File: config.mk
export PLATFORM = sky130hd
export DESIGN_NAME = iso_datetime_string_validator_unit
export DESIGN_NICKNAME = d
export VERILOG_FILES = /design/src/hw/rtl/idsv_pkg.sv /design/src/hw/rtl/iso_datetime_string_validator_unit.sv /design/src/hw/rtl/idsv_front.sv /design/src/hw/rtl/idsv_queue.sv /design/src/hw/rtl/idsv_back.sv
export SDC_FILE = /design/constraint.sdc
export NUM_CORES = 1
export LEC_CHECK = 0
export BUFFER_PORTS_ARGS = -buffer_cell sky130_fd_sc_hd__buf_2
export CAP_MARGIN = 0
export CORE_UTILIZATION = 60
export DETAILED_ROUTE_END_ITERATION = 6
export PLACE_DENSITY = 0.89
export SYNTH_ARGS = -nofsm -noshare
export SYNTH_HDL_FRONTEND = slang
export SYNTH_SLANG_ARGS = --single-unit
File: constraint.sdc
create_clock -name clock -period 14.7 [get_ports clock]
set_clock_uncertainty 0.05 [all_clocks]
set_input_delay 0.735 -clock clock [delete_from_list [all_inputs] [get_ports clock]]
set_output_delay 0.735 -clock clock [all_outputs]
set_load 0.05 [all_outputs]
File: src/hw/rtl/idsv_pkg.sv
// Shared types, constants and helper functions of the date/time validator.
package idsv_pkg;

   localparam int QUEUE_DEPTH = 4;
   localparam int PTR_W       = $clog2(QUEUE_DEPTH);
   localparam int CNT_W       = $clog2(QUEUE_DEPTH + 1);

   typedef enum logic [1:0] {
      MODE_DATE  = 2'd0,
      MODE_TIME  = 2'd1,
      MODE_STAMP = 2'd2,
      MODE_BAD   = 2'd3
   } mode_type;

   typedef enum logic [2:0] {
      CH_OTHER,
      CH_DIGIT,
      CH_DASH,
      CH_COLON,
      CH_DOT,
      CH_T,
      CH_Z,
      CH_PLUS
   } char_class_type;

   // One classified request as it travels through the queue.
   typedef struct packed {
      char_class_type cls;
      logic [3:0]     digit;
      mode_type       mode;
      logic           last;
   } item_type;

   // Two-digit decimal field times ten plus a digit, kept to 7 bits.
   function automatic logic [6:0] acc_digit(input logic [6:0] v, input logic [3:0] d);
      logic [10:0] t;
      t = {1'b0, v, 3'b000} + {3'b000, v, 1'b0} + {7'd0, d};
      return t[6:0];
   endfunction

   // (10*tens + units) mod 4 == 0, using 10 = 2 mod 4.
   function automatic logic div4_two_digit(input logic [3:0] tens, input logic [3:0] units);
      logic [4:0] s;
      s = {tens, 1'b0} + {1'b0, units};
      return s[1:0] == 2'b00;
   endfunction

   function automatic logic [4:0] days_in_month(input logic [3:0] month, input logic leap);
      logic [4:0] lim;
      case (month)
         4'd2:                       lim = leap ? 5'd29 : 5'd28;
         4'd4, 4'd6, 4'd9, 4'd11:    lim = 5'd30;
         default:                    lim = 5'd31;
      endcase
      return lim;
   endfunction

endpackage

File: src/hw/rtl/iso_datetime_string_validator_unit.sv
// Top level of the streaming ISO 8601 date/time validator.
// Usage:
//  - Request channel (req_*): one byte of the string per request, with the format
//    mode (0 date, 1 time, 2 timestamp; taken from the first byte) and a last mark.
//  - Response channel (rsp_*): one response per string, on its last byte;
//    rsp_valid_res is 1 when the whole string matched grammar and ranges.
//  - Throughput: one request per cycle sustained while the queue is not full. The
//    back end retires one queued request per clock unless a held response blocks a last byte;
//    the front end only classifies the byte. A last byte accepted goes into the queue;
//    when the back end pops it, its result is registered in rsp_valid_ff (rsp_valid).
//  - A four-entry queue separates front and back end; req_stall rises when it is full.
//  - While rsp_stall holds a response, the back end keeps retiring non-last bytes
//    and waits only on the next last byte, so the queue fills and then stalls requests.
//  - Reset (synchronous, active high) empties the queue, drops any pending
//    response and returns the checker to the start of a string.
module iso_datetime_string_validator_unit import idsv_pkg::*; (
   input  logic       clock,
   input  logic       reset,
   input  logic       req_valid,
   output logic       req_stall,
   input  logic [7:0] req_character,
   input  logic [1:0] req_mode,
   input  logic       req_last,
   output logic       rsp_valid,
   input  logic       rsp_stall,
   output logic       rsp_valid_res
);

   logic     push;
   item_type push_item;
   logic     queue_full;
   logic     pop;
   logic     queue_empty;
   item_type head_item;

   idsv_front u_front (
      .req_valid     (req_valid),
      .req_stall     (req_stall),
      .req_character (req_character),
      .req_mode      (req_mode),
      .req_last      (req_last),
      .queue_full    (queue_full),
      .push          (push),
      .push_item     (push_item)
   );

   idsv_queue u_queue (
      .clock     (clock),
      .reset     (reset),
      .push      (push),
      .push_item (push_item),
      .full      (queue_full),
      .pop       (pop),
      .empty     (queue_empty),
      .head_item (head_item)
   );

   idsv_back u_back (
      .clock         (clock),
      .reset         (reset),
      .empty         (queue_empty),
      .head_item     (head_item),
      .pop           (pop),
      .rsp_valid     (rsp_valid),
      .rsp_stall     (rsp_stall),
      .rsp_valid_res (rsp_valid_res)
   );

endmodule

File: src/hw/rtl/idsv_front.sv
// Front end: takes request bytes and classifies them for the queue.
module idsv_front import idsv_pkg::*; (
   input  logic       req_valid,
   output logic       req_stall,
   input  logic [7:0] req_character,
   input  logic [1:0] req_mode,
   input  logic       req_last,
   input  logic       queue_full,
   output logic       push,
   output item_type   push_item
);

   char_class_type cls;

   always_comb begin
      unique case (req_character) inside
         [8'h30:8'h39]: cls = CH_DIGIT;
         8'h2D:         cls = CH_DASH;
         8'h3A:         cls = CH_COLON;
         8'h2E:         cls = CH_DOT;
         8'h54:         cls = CH_T;
         8'h5A:         cls = CH_Z;
         8'h2B:         cls = CH_PLUS;
         default:       cls = CH_OTHER;
      endcase
   end

   assign req_stall       = queue_full;
   assign push            = req_valid && !queue_full;
   assign push_item.cls   = cls;
   // digit value only meaningful for digits; low nibble of '0'..'9' is the value
   assign push_item.digit = (cls == CH_DIGIT) ? req_character[3:0] : 4'd0;
   assign push_item.mode  = mode_type'(req_mode);
   assign push_item.last  = req_last;

endmodule

File: src/hw/rtl/idsv_queue.sv
// Short FIFO of classified requests between front and back end.
module idsv_queue import idsv_pkg::*; (
   input  logic     clock,
   input  logic     reset,
   input  logic     push,
   input  item_type push_item,
   output logic     full,
   input  logic     pop,
   output logic     empty,
   output item_type head_item
);

   item_type               entry_ff [QUEUE_DEPTH];
   logic     [PTR_W-1:0]   wr_ptr_ff, wr_ptr_in;
   logic     [PTR_W-1:0]   rd_ptr_ff, rd_ptr_in;
   logic     [CNT_W-1:0]   count_ff, count_in;

   assign full      = (count_ff == CNT_W'(QUEUE_DEPTH));
   assign empty     = (count_ff == '0);
   assign head_item = entry_ff[rd_ptr_ff];

   always_comb begin
      wr_ptr_in = wr_ptr_ff;
      rd_ptr_in = rd_ptr_ff;
      count_in  = count_ff;
      if (push) begin
         wr_ptr_in = (wr_ptr_ff == PTR_W'(QUEUE_DEPTH - 1)) ? '0 : wr_ptr_ff + 1'b1;
      end
      if (pop) begin
         rd_ptr_in = (rd_ptr_ff == PTR_W'(QUEUE_DEPTH - 1)) ? '0 : rd_ptr_ff + 1'b1;
      end
      if (push && !pop) begin
         count_in = count_ff + 1'b1;
      end else if (pop && !push) begin
         count_in = count_ff - 1'b1;
      end
   end

   always_ff @(posedge clock) begin
      if (push) begin
         entry_ff[wr_ptr_ff] <= push_item;
      end
   end

   always_ff @(posedge clock) begin
      if (reset) begin
         wr_ptr_ff <= '0;
         rd_ptr_ff <= '0;
         count_ff  <= '0;
      end else begin
         wr_ptr_ff <= wr_ptr_in;
         rd_ptr_ff <= rd_ptr_in;
         count_ff  <= count_in;
      end
   end

endmodule

File: src/hw/rtl/idsv_back.sv
// Back end: grammar state machine, field gathering, range checks and response register.
module idsv_back import idsv_pkg::*; (
   input  logic     clock,
   input  logic     reset,
   input  logic     empty,
   input  item_type head_item,
   output logic     pop,
   output logic     rsp_valid,
   input  logic     rsp_stall,
   output logic     rsp_valid_res
);

   typedef enum logic [2:0] {
      SEC_DATE = 3'd0,
      SEC_HM   = 3'd1,
      SEC_SEC  = 3'd2,
      SEC_FRAC = 3'd3,
      SEC_ZONE = 3'd4,
      SEC_OFF  = 3'd5
   } section_type;

   section_type section_ff, section_in;
   logic [4:0]  position_ff, position_in;
   logic        failed_ff, failed_in;
   mode_type    mode_ff, mode_in;
   logic [3:0]  year_ff [4];
   logic [3:0]  year_in [4];
   logic [6:0]  month_ff, month_in;
   logic [6:0]  day_ff, day_in;
   logic [6:0]  hour_ff, hour_in;
   logic [6:0]  minute_ff, minute_in;
   logic [6:0]  second_ff, second_in;
   logic [1:0]  frac_ff, frac_in;
   logic        rsp_valid_ff, rsp_valid_in;
   logic        rsp_res_ff, rsp_res_in;

   logic        ok;

   assign pop           = !empty && (!head_item.last || !rsp_valid_ff || !rsp_stall);
   assign rsp_valid     = rsp_valid_ff;
   assign rsp_valid_res = rsp_res_ff;

   always_comb begin
      logic        dig;
      logic        adv;
      logic        leap;
      logic        date_ok;
      logic        time_ok;
      logic        complete;
      logic        stamp_end;
      logic [4:0]  lim;

      section_in  = section_ff;
      position_in = position_ff;
      failed_in   = failed_ff;
      mode_in     = mode_ff;
      year_in     = year_ff;
      month_in    = month_ff;
      day_in      = day_ff;
      hour_in     = hour_ff;
      minute_in   = minute_ff;
      second_in   = second_ff;
      frac_in     = frac_ff;
      dig         = (head_item.cls == CH_DIGIT);
      adv         = 1'b0;

      // first byte of a string latches the mode
      if (section_ff == SEC_DATE && position_ff == 5'd0) begin
         mode_in = head_item.mode;
         if (head_item.mode == MODE_TIME) section_in = SEC_HM;
         if (head_item.mode == MODE_BAD)  failed_in  = 1'b1;
      end

      if (failed_in) begin
         adv = 1'b1;
      end else begin
         unique case (section_in)
            SEC_DATE: begin
               adv = 1'b1;
               if (position_in <= 5'd3) begin
                  if (dig) year_in[position_in[1:0]] = head_item.digit;
                  else failed_in = 1'b1;
               end else if (position_in == 5'd4 || position_in == 5'd7) begin
                  if (head_item.cls != CH_DASH) failed_in = 1'b1;
               end else if (position_in == 5'd5 || position_in == 5'd6) begin
                  if (dig) month_in = acc_digit(month_ff, head_item.digit);
                  else failed_in = 1'b1;
               end else if (position_in == 5'd8 || position_in == 5'd9) begin
                  if (dig) day_in = acc_digit(day_ff, head_item.digit);
                  else failed_in = 1'b1;
               end else if (position_in == 5'd10 && mode_in == MODE_STAMP &&
                            head_item.cls == CH_T) begin
                  section_in  = SEC_HM;
                  position_in = 5'd0;
                  adv         = 1'b0;
               end else begin
                  failed_in = 1'b1;
               end
            end
            SEC_HM: begin
               if (position_in == 5'd5) begin
                  if (head_item.cls == CH_COLON) begin
                     section_in  = SEC_SEC;
                     position_in = 5'd0;
                  end else if (mode_in == MODE_STAMP && head_item.cls == CH_Z) begin
                     section_in  = SEC_ZONE;
                     position_in = 5'd0;
                  end else if (mode_in == MODE_STAMP &&
                               (head_item.cls == CH_PLUS || head_item.cls == CH_DASH)) begin
                     section_in  = SEC_OFF;
                     position_in = 5'd0;
                  end else begin
                     failed_in = 1'b1;
                  end
               end else begin
                  adv = 1'b1;
                  if (position_in <= 5'd1) begin
                     if (dig) hour_in = acc_digit(hour_ff, head_item.digit);
                     else failed_in = 1'b1;
                  end else if (position_in == 5'd2) begin
                     if (head_item.cls != CH_COLON) failed_in = 1'b1;
                  end else if (position_in <= 5'd4) begin
                     if (dig) minute_in = acc_digit(minute_ff, head_item.digit);
                     else failed_in = 1'b1;
                  end else begin
                     failed_in = 1'b1;
                  end
               end
            end
            SEC_SEC: begin
               if (position_in == 5'd2) begin
                  if (head_item.cls == CH_DOT) begin
                     frac_in     = 2'd0;
                     section_in  = SEC_FRAC;
                     position_in = 5'd0;
                  end else if (mode_in == MODE_STAMP && head_item.cls == CH_Z) begin
                     section_in  = SEC_ZONE;
                     position_in = 5'd0;
                  end else if (mode_in == MODE_STAMP &&
                               (head_item.cls == CH_PLUS || head_item.cls == CH_DASH)) begin
                     section_in  = SEC_OFF;
                     position_in = 5'd0;
                  end else begin
                     failed_in = 1'b1;
                  end
               end else begin
                  adv = 1'b1;
                  if (position_in <= 5'd1) begin
                     if (dig) second_in = acc_digit(second_ff, head_item.digit);
                     else failed_in = 1'b1;
                  end else begin
                     failed_in = 1'b1;
                  end
               end
            end
            SEC_FRAC: begin
               // fraction bytes do not move position
               if (dig && frac_ff != 2'd3) begin
                  frac_in = frac_ff + 2'd1;
               end else if (frac_ff != 2'd0) begin
                  if (mode_in == MODE_STAMP && head_item.cls == CH_Z) begin
                     section_in  = SEC_ZONE;
                     position_in = 5'd0;
                  end else if (mode_in == MODE_STAMP &&
                               (head_item.cls == CH_PLUS || head_item.cls == CH_DASH)) begin
                     section_in  = SEC_OFF;
                     position_in = 5'd0;
                  end else begin
                     failed_in = 1'b1;
                  end
               end else begin
                  failed_in = 1'b1;
               end
            end
            SEC_OFF: begin
               adv = 1'b1;
               if (position_in == 5'd0 || position_in == 5'd1 ||
                   position_in == 5'd3 || position_in == 5'd4) begin
                  if (!dig) failed_in = 1'b1;
               end else if (position_in == 5'd2) begin
                  if (head_item.cls != CH_COLON) failed_in = 1'b1;
               end else begin
                  failed_in = 1'b1;
               end
            end
            default: begin
               // anything after 'Z'
               adv       = 1'b1;
               failed_in = 1'b1;
            end
         endcase
      end

      if (adv && position_in != 5'd31) begin
         position_in = position_in + 5'd1;
      end

      // leap year from the digits: century years use the upper two digits
      if (year_in[2] == 4'd0 && year_in[3] == 4'd0) begin
         leap = div4_two_digit(year_in[0], year_in[1]);
      end else begin
         leap = div4_two_digit(year_in[2], year_in[3]);
      end
      lim     = days_in_month(month_in[3:0], leap);
      date_ok = (month_in >= 7'd1) && (month_in <= 7'd12) &&
                (day_in >= 7'd1) && (day_in <= {2'b00, lim});
      time_ok = (hour_in < 7'd24) && (minute_in < 7'd60) && (second_in < 7'd60);
      complete  = (section_in == SEC_HM && position_in == 5'd5) ||
                  (section_in == SEC_SEC && position_in == 5'd2) ||
                  (section_in == SEC_FRAC && frac_in != 2'd0);
      stamp_end = complete || section_in == SEC_ZONE ||
                  (section_in == SEC_OFF && position_in == 5'd5);

      ok = 1'b0;
      if (!failed_in) begin
         unique case (mode_in)
            MODE_DATE:  ok = (section_in == SEC_DATE) && (position_in == 5'd10) && date_ok;
            MODE_TIME:  ok = complete && time_ok;
            MODE_STAMP: ok = stamp_end && date_ok && time_ok;
            default:    ok = 1'b0;
         endcase
      end

      rsp_valid_in = rsp_valid_ff && rsp_stall;
      rsp_res_in   = rsp_res_ff;

      if (pop && head_item.last) begin
         rsp_valid_in = 1'b1;
         rsp_res_in   = ok;
         section_in   = SEC_DATE;
         position_in  = 5'd0;
         failed_in    = 1'b0;
         mode_in      = MODE_DATE;
         year_in      = '{default: 4'd0};
         month_in     = 7'd0;
         day_in       = 7'd0;
         hour_in      = 7'd0;
         minute_in    = 7'd0;
         second_in    = 7'd0;
         frac_in      = 2'd0;
      end
   end

   always_ff @(posedge clock) begin
      if (reset) begin
         section_ff   <= SEC_DATE;
         position_ff  <= 5'd0;
         failed_ff    <= 1'b0;
         mode_ff      <= MODE_DATE;
         year_ff      <= '{default: 4'd0};
         month_ff     <= 7'd0;
         day_ff       <= 7'd0;
         hour_ff      <= 7'd0;
         minute_ff    <= 7'd0;
         second_ff    <= 7'd0;
         frac_ff      <= 2'd0;
         rsp_valid_ff <= 1'b0;
      end else begin
         if (pop) begin
            section_ff  <= section_in;
            position_ff <= position_in;
            failed_ff   <= failed_in;
            mode_ff     <= mode_in;
            year_ff     <= year_in;
            month_ff    <= month_in;
            day_ff      <= day_in;
            hour_ff     <= hour_in;
            minute_ff   <= minute_in;
            second_ff   <= second_in;
            frac_ff     <= frac_in;
         end
         rsp_valid_ff <= rsp_valid_in;
      end
      rsp_res_ff <= rsp_res_in;
   end

endmodule

Word-level counts from Yosys, hierarchy flattened --
Memories as Yosys holds them, arrays and structs flattened. A register that Yosys moved wholly into a read port is not among the register bits. Cells that the tools add are included.
Cells by class: add/subtract/negate cells 18, $lt $le $gt $ge 14, equality and inequality tests 52, multiplexer cells 136, bitwise gates (word level) 1, reductions and logical operators 64
Operators by type and width (number):
- $mux W7 | 35
- $mux W16 | 5
- $mux W5 | 16
- $mux W3 | 19
- $mux W1 | 38
- $add A7 B4 Y7 | 5
- $add A7 B7 Y7 | 5
- $eq A8 B6 Y1 const B | 4
- $logic_and A1 B1 Y1 | 30
- $eq A5 B3 Y1 const B | 5
- $eq A3 B3 Y1 const B | 8
- $mux W2 | 11
- $pmux W3 S7 | 1
- $eq A5 B4 Y1 const B | 4
- $pmux W5 S4 | 1
- $eq A3 B2 Y1 const B | 6
- $bwmux W16 | 1
- $eq A8 B7 Y1 const B | 2
- $eq A5 B2 Y1 const B | 3
- $ge A7 B1 Y1 const B | 2
- $lt A7 B6 Y1 const B | 2
- $logic_or A1 B1 Y1 | 13
- $eq A3 B1 Y1 const B | 4
- $logic_not A3 Y1 | 4
- 39 further kinds | 61
Word-level totals: register bits after elaboration 73, bits in writable memories 40, bits of input ports 15, output and inout port bits 3, logic and storage cells 305, memories kept 1
Memory list:
- u_queue.entry_ff | words 4, width 10, rd ports 1, clocked after Yosys merged registers in 1, wr ports 1, line idsv_queue.sv:13 | item_type entry_ff [QUEUE_DEPTH];

Logic depth before layout (Yosys ltp) --
Gate-level depths: netlist (run 1).
depth in word-level cells 25, gate-level depth with buffers 22, mapped depth without buffers 20

By module --
From an unflattened synthesis (run 1), not the netlist that was laid out.
Second synthesis, totals: cells, all modules 762, area, all modules 7255.7 µm²
Modules (own cells, without submodules):
- idsv_back | times used 1, cells an instance 629, area each 5133.7 µm², sequential area each 1231.2 µm²
- idsv_queue | times used 1, cells an instance 96, area each 1883.1 µm², sequential area each 1381.3 µm²
- idsv_front | times used 1, cells an instance 37, area each 239.0 µm², sequential area each 0.0 µm²

Worst setup path before layout (run 1) --
Ideal clock, no wire load.
kind register -> register, start register (tool-made name), end register u_back.rsp_res_ff, in the netlist u_back.rsp_valid_res, data pin, library setup time 0.262 ns, data arrival time 4.852 ns, data required time 14.388 ns, setup slack 9.536 ns, stages on the path, launching flop included 22, buffers on the path 1, clock period less this slack 5.164 ns, cell sequence dfxtp_1 -> buf_6 -> mux4_1 -> and3_1 -> a21o_1 -> inv_1 -> ha_1 -> nand2_1 -> nor3_1 -> o21ai_0 -> nor4_1 -> nor2b_1 -> ha_1 -> and3_1 -> ha_1 -> o21ba_2 -> a2bb2oi_1 -> or3_1 -> a21o_1 -> nor4b_1 -> a32oi_1 -> o22ai_1
RTL lines:
- end signal, assigned | line idsv_back.sv:274 | rsp_res_ff <= rsp_res_in;
- end, declared | line idsv_back.sv:35 | logic rsp_res_ff, rsp_res_in;

==> results.sh, run 1 <==
export IMPL_outcome="completed"
export IMPL_syn_avg_cell_area_um2=9.40
export IMPL_drcViolationCount=0
export IMPL_min_path_type="reg2reg"
export IMPL_p_per_area_nw_per_um2=161
export IMPL_worstMarginPinSlew_ns=1.09
export IMPL_final_nets=840
export IMPL_multi_input_area_um2=4230
export IMPL_synthCells=763
export IMPL_drive_above_1_share=0.0877
export IMPL_maxCapViolCount=0
export IMPL_dpl_hpwl_um=13100
export IMPL_die_h_um=111
export IMPL_yosysTopAreaCellShare=0.193
export IMPL_ys_async_sr_fraction=0
export IMPL_mappedNetlistNets=844
export IMPL_power_mw=1.22
export IMPL_filler_cell_count=833
export IMPL_layout_common_cells="98 x nor2_1, 69 x dfxtp_1, 55 x ha_1"
export IMPL_fmax_mhz=153
export IMPL_setup_ws_ns=8.16
export IMPL_wl_per_cell_um=20.6
export IMPL_ctsResizeCount=0
export IMPL_core_um2=11500
export IMPL_place_ws_ns=8.30
export IMPL_grt_pass1_vias=6105
export IMPL_grt_usage=0.307
export IMPL_synth_ff_type="dfxtp_1"
export IMPL_clk_path_buf_depth=2
export IMPL_ctsHoldBuffers=0
export IMPL_die_area_um2=12400
export IMPL_portBuffers=17
export IMPL_synth_area_leaders="dfxtp_1 19%, edfxtp_1 17%, ha_1 9.6%, nor2_1 5.1%, a22oi_1 4.5%"
export IMPL_crit_top_cell="ha_1"
export IMPL_io_pin_count=18
export IMPL_die_x_um=111
export IMPL_grt_max_degree=53
export IMPL_h_tree_depth=3
export IMPL_crit_fanout=14
export IMPL_period_minus_slack_ns=6.54
export IMPL_placed_cell_area_um2=7320
export IMPL_final_period_utilization=0.445
export IMPL_cts_num_sinks=110
export IMPL_grt_overflow=0
export IMPL_cp_start_kind="flip-flop"
export IMPL_post_cts_buffers=0
export IMPL_path_class="reg2reg"
export IMPL_dr_pass1_iters=6
export IMPL_cp_cell_sequence="mux4_1, and3_1, a21o_1, inv_1, ha_1, nand2_1, nor3_1, o21ai_0, nor4_1, nor2b_1, ha_1, and3_1, ha_1, o21ba_2, a2bb2oi_1, or3_1, a21o_1, nor4_1, a32oi_1, o22ai_1"
export IMPL_syn_area_um2=7170
export IMPL_numCtsBuffers=9
export IMPL_cp_required_ns=14.85
export IMPL_cts_tree="yes"
export IMPL_globalplace_congestion=0.955
export IMPL_cp_arrival_ns=6.69
export IMPL_fin_cells=907
export IMPL_antenna_found_initial=0
export IMPL_area_growth_pct=5.76
export IMPL_vias=6122
export IMPL_finalSetupViolations=0
export IMPL_cts_root_buffer="clkbuf_16"
export IMPL_rsz0062_at_grt="false"
export IMPL_worstSetupEndpointType="flip-flop"
export IMPL_rows=39
export IMPL_clk_latency_ns=0.35
export IMPL_grt_pass1_wl_um=30100
export IMPL_wirelength_um=18700
export IMPL_final_common_cell="nor2_1"
export IMPL_tns_ns=0
export IMPL_p_leak_nw=3.01
export IMPL_yosysTopAreaCell="dfxtp_1"
export IMPL_start_util=0.623
export IMPL_max_stage_delay_ns=0.96
export IMPL_slew_violations=0
export IMPL_crit_slowest_cell="nor4_1"
export IMPL_clkSlewWorstSetupHoldPaths_ns=0.07
export IMPL_first_iter_violations=662
export IMPL_n_antenna_cell=0
export IMPL_postRouteAntennaNets=0
export IMPL_yosysSeqAreaShare=0.364
export IMPL_seqCellArea_um2=2610
export IMPL_dpl_cell_count=891
export IMPL_max_vdd_ir_drop_mv=0.185
export IMPL_synth_warning_count=0
export IMPL_synth_edf_count=41
export IMPL_relSlewSlack=0.273
export IMPL_ys_seq_elements=110
export IMPL_hold_violations=0
export IMPL_design_area_um2=7590
export IMPL_viasPerCell=6.75
export IMPL_synth_cell_type_count=70
[flip-flops by register name, indices dropped and copies added (netlist names), named ones only]
signal,cells
u_back.failed_ff,1
u_queue.count_ff,3
u_back.rsp_valid_res,1
u_back.year_ff,11
u_back.second_ff,7
u_queue.rd_ptr_ff,2
u_back.month_ff,7
u_back.day_ff,7
u_back.frac_ff,2
u_back.minute_ff,7
u_queue.wr_ptr_ff,2
u_back.mode_ff,2
u_back.hour_ff,7
u_back.position_ff,5
u_back.rsp_valid,1
u_back.section_ff,3
u_queue.entry_ff,40
[path summary, 6_finish.rpt]
| check | startpoint | to | slack, ns | cells past startpoint |
|---|---|---|---|---|
| hold reg to reg | u_back.month_ff[6] | u_back.month_ff[6] | 0.41 | 2 |
| hold / removal | u_back.month_ff[6] | u_back.month_ff[6] | 0.41 | 2 |
| setup / recovery | flip-flop | u_back.rsp_valid_res | 8.16 | 20 |
| setup reg to reg | flip-flop | u_back.rsp_valid_res | 8.16 | 20 |
[Yosys cell counts, drive strengths merged, types with 11 or more instances]
library cell and instances:
nor2 98, nor3 18, nor4 12, mux2i 15, nor2b 14, inv 44, ha 55, nand3 17
clkbuf 35, nand2 36, and2 17, o21ai 22, a21o 12, xnor2 22, a22oi 44, fa 11
a21oi 36, edfxtp 41, dfxtp 69
[kinds of logic (layout without fill, tap and decap cells)]
group / count (synthesis) / in the layout / share of synthesized area
XOR/XNOR: 31 / 31 / 0.0378
buffers and inverters: 83 / 84 / 0.0469
flip-flops: 110 / 110 / 0.364
AND/OR/NAND/NOR: 271 / 271 / 0.194
AO/OA/AOI/OAI: 170 / 170 / 0.164
adder cells (fa/ha/maj): 66 / 66 / 0.127
multiplexers: 32 / 32 / 0.0664
[layout make-up]
type / count / share of cell area
Clock buffer: 11 / 0.0307
Multi-Input combinational cell: 570 / 0.557
Clock inverter: 5 / 0.00462
Inverter: 44 / 0.0218
Sequential cell: 110 / 0.344
Timing Repair Buffer: 24 / 0.0181
Tap cell: 143 / 0.0236
[layer usage]
metal  GRT usage  vias to the layer above  wire, um
met2       0.523                      320      9210
met1       0.381                     2950      7410
met5           0                        -         0
met4       0.169                        0       672
met3      0.0359                       53      1380
li1            -                     2799         -
[worst max-delay path, delay by kind of cell, from the launching register on]
| family | cells | cell delay (ns) |
|---|---|---|
| and+or+nand+nor | 8 | 2.61 |
| AOI/OAI and AO/OA | 7 | 1.43 |
| adders and majority gates | 3 | 0.78 |
| muxes | 1 | 0.73 |
| DFF | 1 | 0.69 |
| buffers and inverters | 1 | 0.09 |
[report_power, final]
part           switching (mW)  internal (mW)  total, mW
Clock                   0.111          0.115      0.226
Combinational           0.417          0.200      0.618
Sequential             0.0347          0.345      0.380
[per-stage QoR]
stage / utilization / hold slack (ns)
6_report: 0.659 / 0.411
5_1_grt: 0.659 / 0.446
4_1_cts: 0.659 / 0.412
3_5_place_dp: 0.636 / 0.400
3_3_place_gp: 0.636 / 0.393
2_1_floorplan: - / 0.382
(Power assumes the default switching activity.)
==> run 2: changes to the inputs <==
Settings changed: CORE_UTILIZATION 60 to 57.
Clock period 14.7 ns to 5.6 ns, I/O delays scaled along.
==> run 2 against run 1 <==
Net effect:
- sequential power rose to 2.5 times the previous value
- cell area grew 2.8%
- global-route usage shrank 1.4 points
- combinational power grew to 2.8 times the previous value
- flip-flop and latch count unchanged
- setup slack worse by 7.8 ns
- wire length is 3.4% lower
- count of clock-buffer cells in the layout shrank 2
- sequential share of layout area down 0.93 points
- clock power rose to 2.9 times the previous value
- cell count grew 4.6%
- die area grew 5.2%
==> results.sh, run 2 (synthesis gave the netlist of run 1 again) <==
export IMPL_area_growth_pct=8.69
export IMPL_n_antenna_cell=0
export IMPL_core_um2=12200
export IMPL_portBuffers=17
export IMPL_cp_start_kind="flip-flop"
export IMPL_filler_cell_count=934
export IMPL_layout_common_cells="97 x nor2_1, 69 x dfxtp_1, 55 x ha_1"
export IMPL_vias=6192
export IMPL_whs_path_depth=1
export IMPL_die_h_um=114
export IMPL_maxCapViolCount=0
export IMPL_top_regs="u_queue.entry_ff (40), u_back.year_ff (11)"
export IMPL_p_leak_nw=3.12
export IMPL_cts_tree="yes"
export IMPL_rsz0062_at_grt="false"
export IMPL_rrSetupSlack_ns=0.37
export IMPL_cts_num_sinks=110
export IMPL_power_mw=3.33
export IMPL_rows=40
export IMPL_crit_slowest_cell="mux4_1"
export IMPL_wirelength_um=18000
export IMPL_r2r_end="u_back.rsp_valid_res"
export IMPL_drive_above_1_share=0.115
export IMPL_postRouteAntennaNets=0
export IMPL_regMostFlops="u_queue.entry_ff"
export IMPL_antenna_found_initial=0
export IMPL_grt_pass1_wl_um=29700
export IMPL_min_from="req_last"
export IMPL_fmax_mhz=191
export IMPL_path_class="reg2reg"
export IMPL_viasPerCell=6.52
export IMPL_start_util=0.590
export IMPL_post_cts_buffers=0
export IMPL_relSlewSlack=0.454
export IMPL_grt_usage=0.292
export IMPL_max_stage_delay_ns=0.67
export IMPL_max_vdd_ir_drop_mv=0.279
export IMPL_io_pin_count=18
export IMPL_seqCellArea_um2=2610
export IMPL_cp_required_ns=5.77
export IMPL_drcViolationCount=0
export IMPL_first_iter_violations=531
export IMPL_clk_path_buf_depth=2
export IMPL_globalplace_congestion=1.01
export IMPL_hold_violations=0
export IMPL_clk_latency_ns=0.37
export IMPL_numCtsBuffers=9
export IMPL_h_tree_depth=3
export IMPL_cp_cell_sequence="mux4_1, and3_1, a21o_1, inv_1, ha_1, nand2_1, nor3_1, nor2_1, nor4_1, nor2b_1, ha_1, and3_1, ha_1, o21ba_2, a2bb2oi_1, or3_1, a21o_1, nor4_1, a32oi_1, o22ai_1"
export IMPL_crit_top_cell="ha_1"
export IMPL_finalSetupViolations=0
export IMPL_final_nets=857
export IMPL_period_minus_slack_ns=5.23
export IMPL_cp_arrival_ns=5.40
export IMPL_grt_max_degree=68
export IMPL_grt_overflow=0
export IMPL_tns_ns=0
export IMPL_min_path_type="in2reg"
export IMPL_crit_fanout=6
export IMPL_clkSlewWorstSetupHoldPaths_ns=0.08
export IMPL_worstRegToRegCells=20
export IMPL_worstSetupEndpointType="flip-flop"
export IMPL_final_common_cell="nor2_1"
export IMPL_final_period_utilization=0.934
export IMPL_die_area_um2=13000
export IMPL_dpl_hpwl_um=13000
export IMPL_dr_pass1_iters=5
export IMPL_worstMarginPinSlew_ns=0.818
export IMPL_die_x_um=114
export IMPL_largest_register_ff_count=40
export IMPL_grt_pass1_vias=6062
export IMPL_wl_per_cell_um=19.0
export IMPL_min_to="u_queue.entry_ff[2][0]"
export IMPL_multi_input_area_um2=4250
export IMPL_slew_violations=0
export IMPL_cts_root_buffer="clkbuf_16"
export IMPL_p_per_area_nw_per_um2=427
export IMPL_outcome="completed"
## run 2: changes by cell type in the layout (fill, tap and decap cells not counted), moves of 2 or more
| cell | before | now |
|---|---|---|
| buf_4 | 7 | 24 |
| clkbuf_1 | 2 | 0 |
| nor4_1 | 12 | 9 |
| nor4_2 | 0 | 3 |
## run 2: how the worst max path moves through the flow
| stage | to | slack (ns) | depth (start not counted) |
|---|---|---|---|
| 2_1_floorplan | u_back.rsp_valid_res | 0.44 | 21 |
| 3_3_place_gp | u_back.rsp_valid_res | 0.58 | 20 |
| 3_5_place_dp | u_back.rsp_valid_res | 0.31 | 20 |
| 4_1_cts | u_back.rsp_valid_res | 0.23 | 20 |
| 5_1_grt | u_back.rsp_valid_res | 0.007 | 20 |
| 6_report | u_back.rsp_valid_res | 0.37 | 20 |
## run 2: layout make-up
cell class | count | share of cell area
inverter | 44 | 0.0212
clock inverter | 7 | 0.00834
timing repair buffer | 41 | 0.0340
tap | 168 | 0.0270
sequential | 110 | 0.335
clock buffer | 9 | 0.0289
multi-input combinational | 570 | 0.546
## run 2: repair_timing
action                                 CTS  global route
endpoints found under the hold margin    0             0
hold buffers                             0             0
resized for setup                        0             5
setup endpoints to repair                0             1
## run 2: metrics by stage
stage                     instances   util  area, um2  hold WS, ns  setup slack [ns]
after floorplan                 763      -       7170        0.329             0.436
after global placement          933  0.615       7480        0.395             0.581
after detailed placement        933  0.615       7480        0.408             0.312
after CTS                       949  0.639       7770       0.0743             0.231
after global routing            949  0.641       7800       0.0737           0.00715
final                           949  0.641       7800       0.0792             0.372
## run 2: report_power, final
group | internal [mW] | switching (mW) | leakage (nW)
registers | 0.905 | 0.0476 | 0.918
logic | 0.594 | 1.14 | 2.06
clock network | 0.312 | 0.333 | 0.139
## run 2: critical path: cells and delay by family (launching register included)
| kind | cells | cell delay (ns) |
|---|---|---|
| buffers and inverters | 1 | 0.09 |
| adder cells (fa/ha/maj) | 3 | 0.78 |
| AND/OR/NAND/NOR | 9 | 2.11 |
| AO/OA/AOI/OAI | 6 | 1.04 |
| multiplexers | 1 | 0.67 |
| flip-flops | 1 | 0.36 |
## run 2: layer usage
layer	share of wire	GRT usage	routed length [um]	vias to the layer above
met1	0.40	0.346	7150	2977
met3	0.075	0.0619	1350	76
met5	0	0	0	-
li1	-	-	-	2837
met4	0.038	0.143	692	0
met2	0.49	0.505	8840	302
==> run 3: changes to the inputs <==
Settings changed: SYNTH_HIERARCHICAL set to 1.
==> run 3 against run 2 <==
Net effect:
- register-to-register slack got worse by 0.02 ns
- sequential power barely moved
- cell count fell by 0.21%
- area after synthesis increased by 1.1%
- die area is 1.1% higher
- highest routed layer unchanged
- setup slack lost 0.019 ns
- cell area up 1.6%
==> results.sh, run 3 <==
export IMPL_outcome="completed"
export IMPL_pwr_share_comb=0.518
export IMPL_io_pin_count=18
export IMPL_period_minus_slack_ns=5.25
export IMPL_final_common_cell="nor2_1"
export IMPL_drcViolationCount=0
export IMPL_synthCells=762
export IMPL_cp_required_ns=5.66
export IMPL_synth_edf_count=41
export IMPL_first_iter_violations=674
export IMPL_postRouteAntennaNets=0
export IMPL_maxCapViolCount=0
export IMPL_die_x_um=115
export IMPL_syn_avg_cell_area_um2=9.52
export IMPL_mappedNetlistNets=843
export IMPL_crit_fanout=5
export IMPL_min_path_type="in2reg"
export IMPL_yosysMostFrequentCell="nor2_1"
export IMPL_regMostFlops="u_queue/entry_ff"
export IMPL_hold_violations=0
export IMPL_max_vdd_ir_drop_mv=0.298
export IMPL_worstMarginPinSlew_ns=0.990
export IMPL_final_period_utilization=0.937
export IMPL_start_util=0.594
export IMPL_portBuffers=17
export IMPL_p_leak_nw=3.08
export IMPL_grt_pass1_vias=5643
export IMPL_cts_root_buffer="clkbuf_16"
export IMPL_clk_path_buf_depth=2
export IMPL_wl_per_cell_um=18.2
export IMPL_n_antenna_cell=0
export IMPL_viasPerCell=6.33
export IMPL_yosysTopAreaCellShare=0.190
export IMPL_critPathTopFamily="compound AO/OA/AOI/OAI gates"
export IMPL_grt_usage=0.271
export IMPL_numCtsBuffers=9
export IMPL_largest_register_ff_count=40
export IMPL_sw_frac_of_total=0.441
export IMPL_synth_ff_type="dfxtp_1"
export IMPL_yosysTopAreaCell="dfxtp_1"
export IMPL_slew_violations=0
export IMPL_dpl_cell_count=924
export IMPL_rsz0062_at_grt="false"
export IMPL_die_area_um2=13200
export IMPL_rows=40
export IMPL_grt_overflow=0
export IMPL_cellInternalPower_mw=1.83
export IMPL_cp_arrival_ns=5.31
export IMPL_p_sw_mw=1.44
export IMPL_dr_pass1_iters=6
export IMPL_final_nets=855
export IMPL_synth_cell_type_count=71
export IMPL_layout_common_cells="107 x nor2_1, 68 x dfxtp_1, 53 x ha_1"
export IMPL_worstSetupEndpointType="flip-flop"
export IMPL_vias=5996
export IMPL_design_area_um2=7920
export IMPL_clock_power_share=0.191
export IMPL_max_stage_delay_ns=0.61
export IMPL_ys_seq_elements=110
export IMPL_wirelength_um=17300
export IMPL_area_growth_pct=9.16
export IMPL_h_tree_depth=3
export IMPL_p_per_area_nw_per_um2=414
export IMPL_cts_num_sinks=110
export IMPL_die_h_um=115
export IMPL_core_um2=12200
export IMPL_tns_ns=0
export IMPL_path_class="reg2reg"
export IMPL_ys_async_sr_fraction=0
export IMPL_antenna_found_initial=0
export IMPL_top_regs="u_queue/entry_ff (40), u_back/year_ff (11)"
export IMPL_crit_slowest_cell="fa_2"
export IMPL_syn_area_um2=7260
export IMPL_fmax_mhz=191
export IMPL_grt_max_degree=64
export IMPL_finalSetupViolations=0
export IMPL_synth_cells_most_frequent="108 x nor2_1, 69 x dfxtp_1, 55 x ha_1, 41 x edfxtp_1, 40 x inv_1"
export IMPL_ctsHoldBuffers=0
export IMPL_yosysSeqAreaShare=0.360
export IMPL_clk_latency_ns=0.36
export IMPL_fin_cells=947
export IMPL_grt_pass1_wl_um=27800
export IMPL_synth_area_leaders="dfxtp_1 19%, edfxtp_1 17%, ha_1 9.5%, nor2_1 5.6%, a22oi_1 3.4%"
export IMPL_seqPwrFrac=0.291
export IMPL_placed_cell_area_um2=7490
export IMPL_clkSlewWorstSetupHoldPaths_ns=0.07
export IMPL_relSlewSlack=0.323
export IMPL_drive_above_1_share=0.140
export IMPL_cp_start_kind="flip-flop"
export IMPL_path_buf_inv=1
export IMPL_dpl_hpwl_um=12000
export IMPL_cp_cell_sequence="mux4_2, fa_1, inv_2, fa_2, nor3b_4, nand2_1, o21ai_2, o21ai_1, a2111oi_2, o21ai_1, a211oi_2, a211oi_2, ha_2, nor2b_1, a2bb2oi_2, a41oi_2, nand2_1, a22oi_2, a31oi_1, and4bb_2, o2111a_1, a221o_1"
export IMPL_cts_tree="yes"
export IMPL_synth_warning_count=6
export IMPL_globalplace_congestion=0.954
-- run 3: through the flow --
| stage | utilization | setup WS [ns] | total power, mW | hold slack (ns) |
|---|---|---|---|---|
| 6_report | 0.649 | 0.353 | 3.28 | 0.0917 |
| 5_1_grt | 0.649 | 0.00802 | 3.47 | 0.0839 |
| 4_1_cts | 0.637 | 0.00130 | 3.17 | 0.0827 |
| 3_5_place_dp | 0.614 | 0.0435 | 2.55 | 0.411 |
| 3_3_place_gp | 0.614 | 0.281 | 2.49 | 0.408 |
| 2_1_floorplan | - | 0.191 | 2.12 | 0.299 |
-- run 3: metal layers --
metal,global-route usage,vias to the layer above,share of wire
met5,0,-,0
met4,0.117,0,0.037
met3,0.0427,59,0.075
met2,0.465,285,0.48
met1,0.340,2817,0.40
li1,-,2835,-
-- run 3: kinds of logic after synthesis --
group	count (synthesis)	synth area share
muxes	33	0.0636
buffers and inverters	83	0.0498
adders and majority gates	66	0.125
DFF	110	0.360
and+or+nand+nor	269	0.195
xor gates and xnor gates	35	0.0422
AOI/OAI and AO/OA	166	0.164
-- run 3: worst paths after layout --
check	cells after the start	from	slack [ns]	to
max reg2reg	22	flip-flop	0.35	u_back/rsp_valid_res
max	22	flip-flop	0.35	u_back/rsp_valid_res
min reg2reg	2	u_back/rsp_valid	0.42	u_back/rsp_valid
min	1	req_mode[0]	0.09	u_queue/entry_ff[1][1]
-- run 3: area by class of cell --
cell class | count | area [um2]
clock buffer | 10 | 239
clock inverter | 6 | 52.6
fill | 973 | 4290
inverter | 40 | 150
multi-input combinational | 569 | 4350
sequential | 110 | 2620
tap | 168 | 210
timing repair buffer | 44 | 300
-- run 3: power groups by stage --
stage | Combinational [mW] | Clock [mW] | Sequential (mW)
6_report | 1.70 | 0.627 | 0.954
5_1_grt | 1.84 | 0.677 | 0.960
4_1_cts | 1.59 | 0.638 | 0.949
3_5_place_dp | 1.58 | 0 | 0.968
3_3_place_gp | 1.53 | 0 | 0.961
2_1_floorplan | 1.15 | 0 | 0.969
-- run 3: repair_timing --
action	4_1_cts	5_1_grt
resized for setup	0	22
endpoints found under the setup margin	0	1
setup buffers	0	7
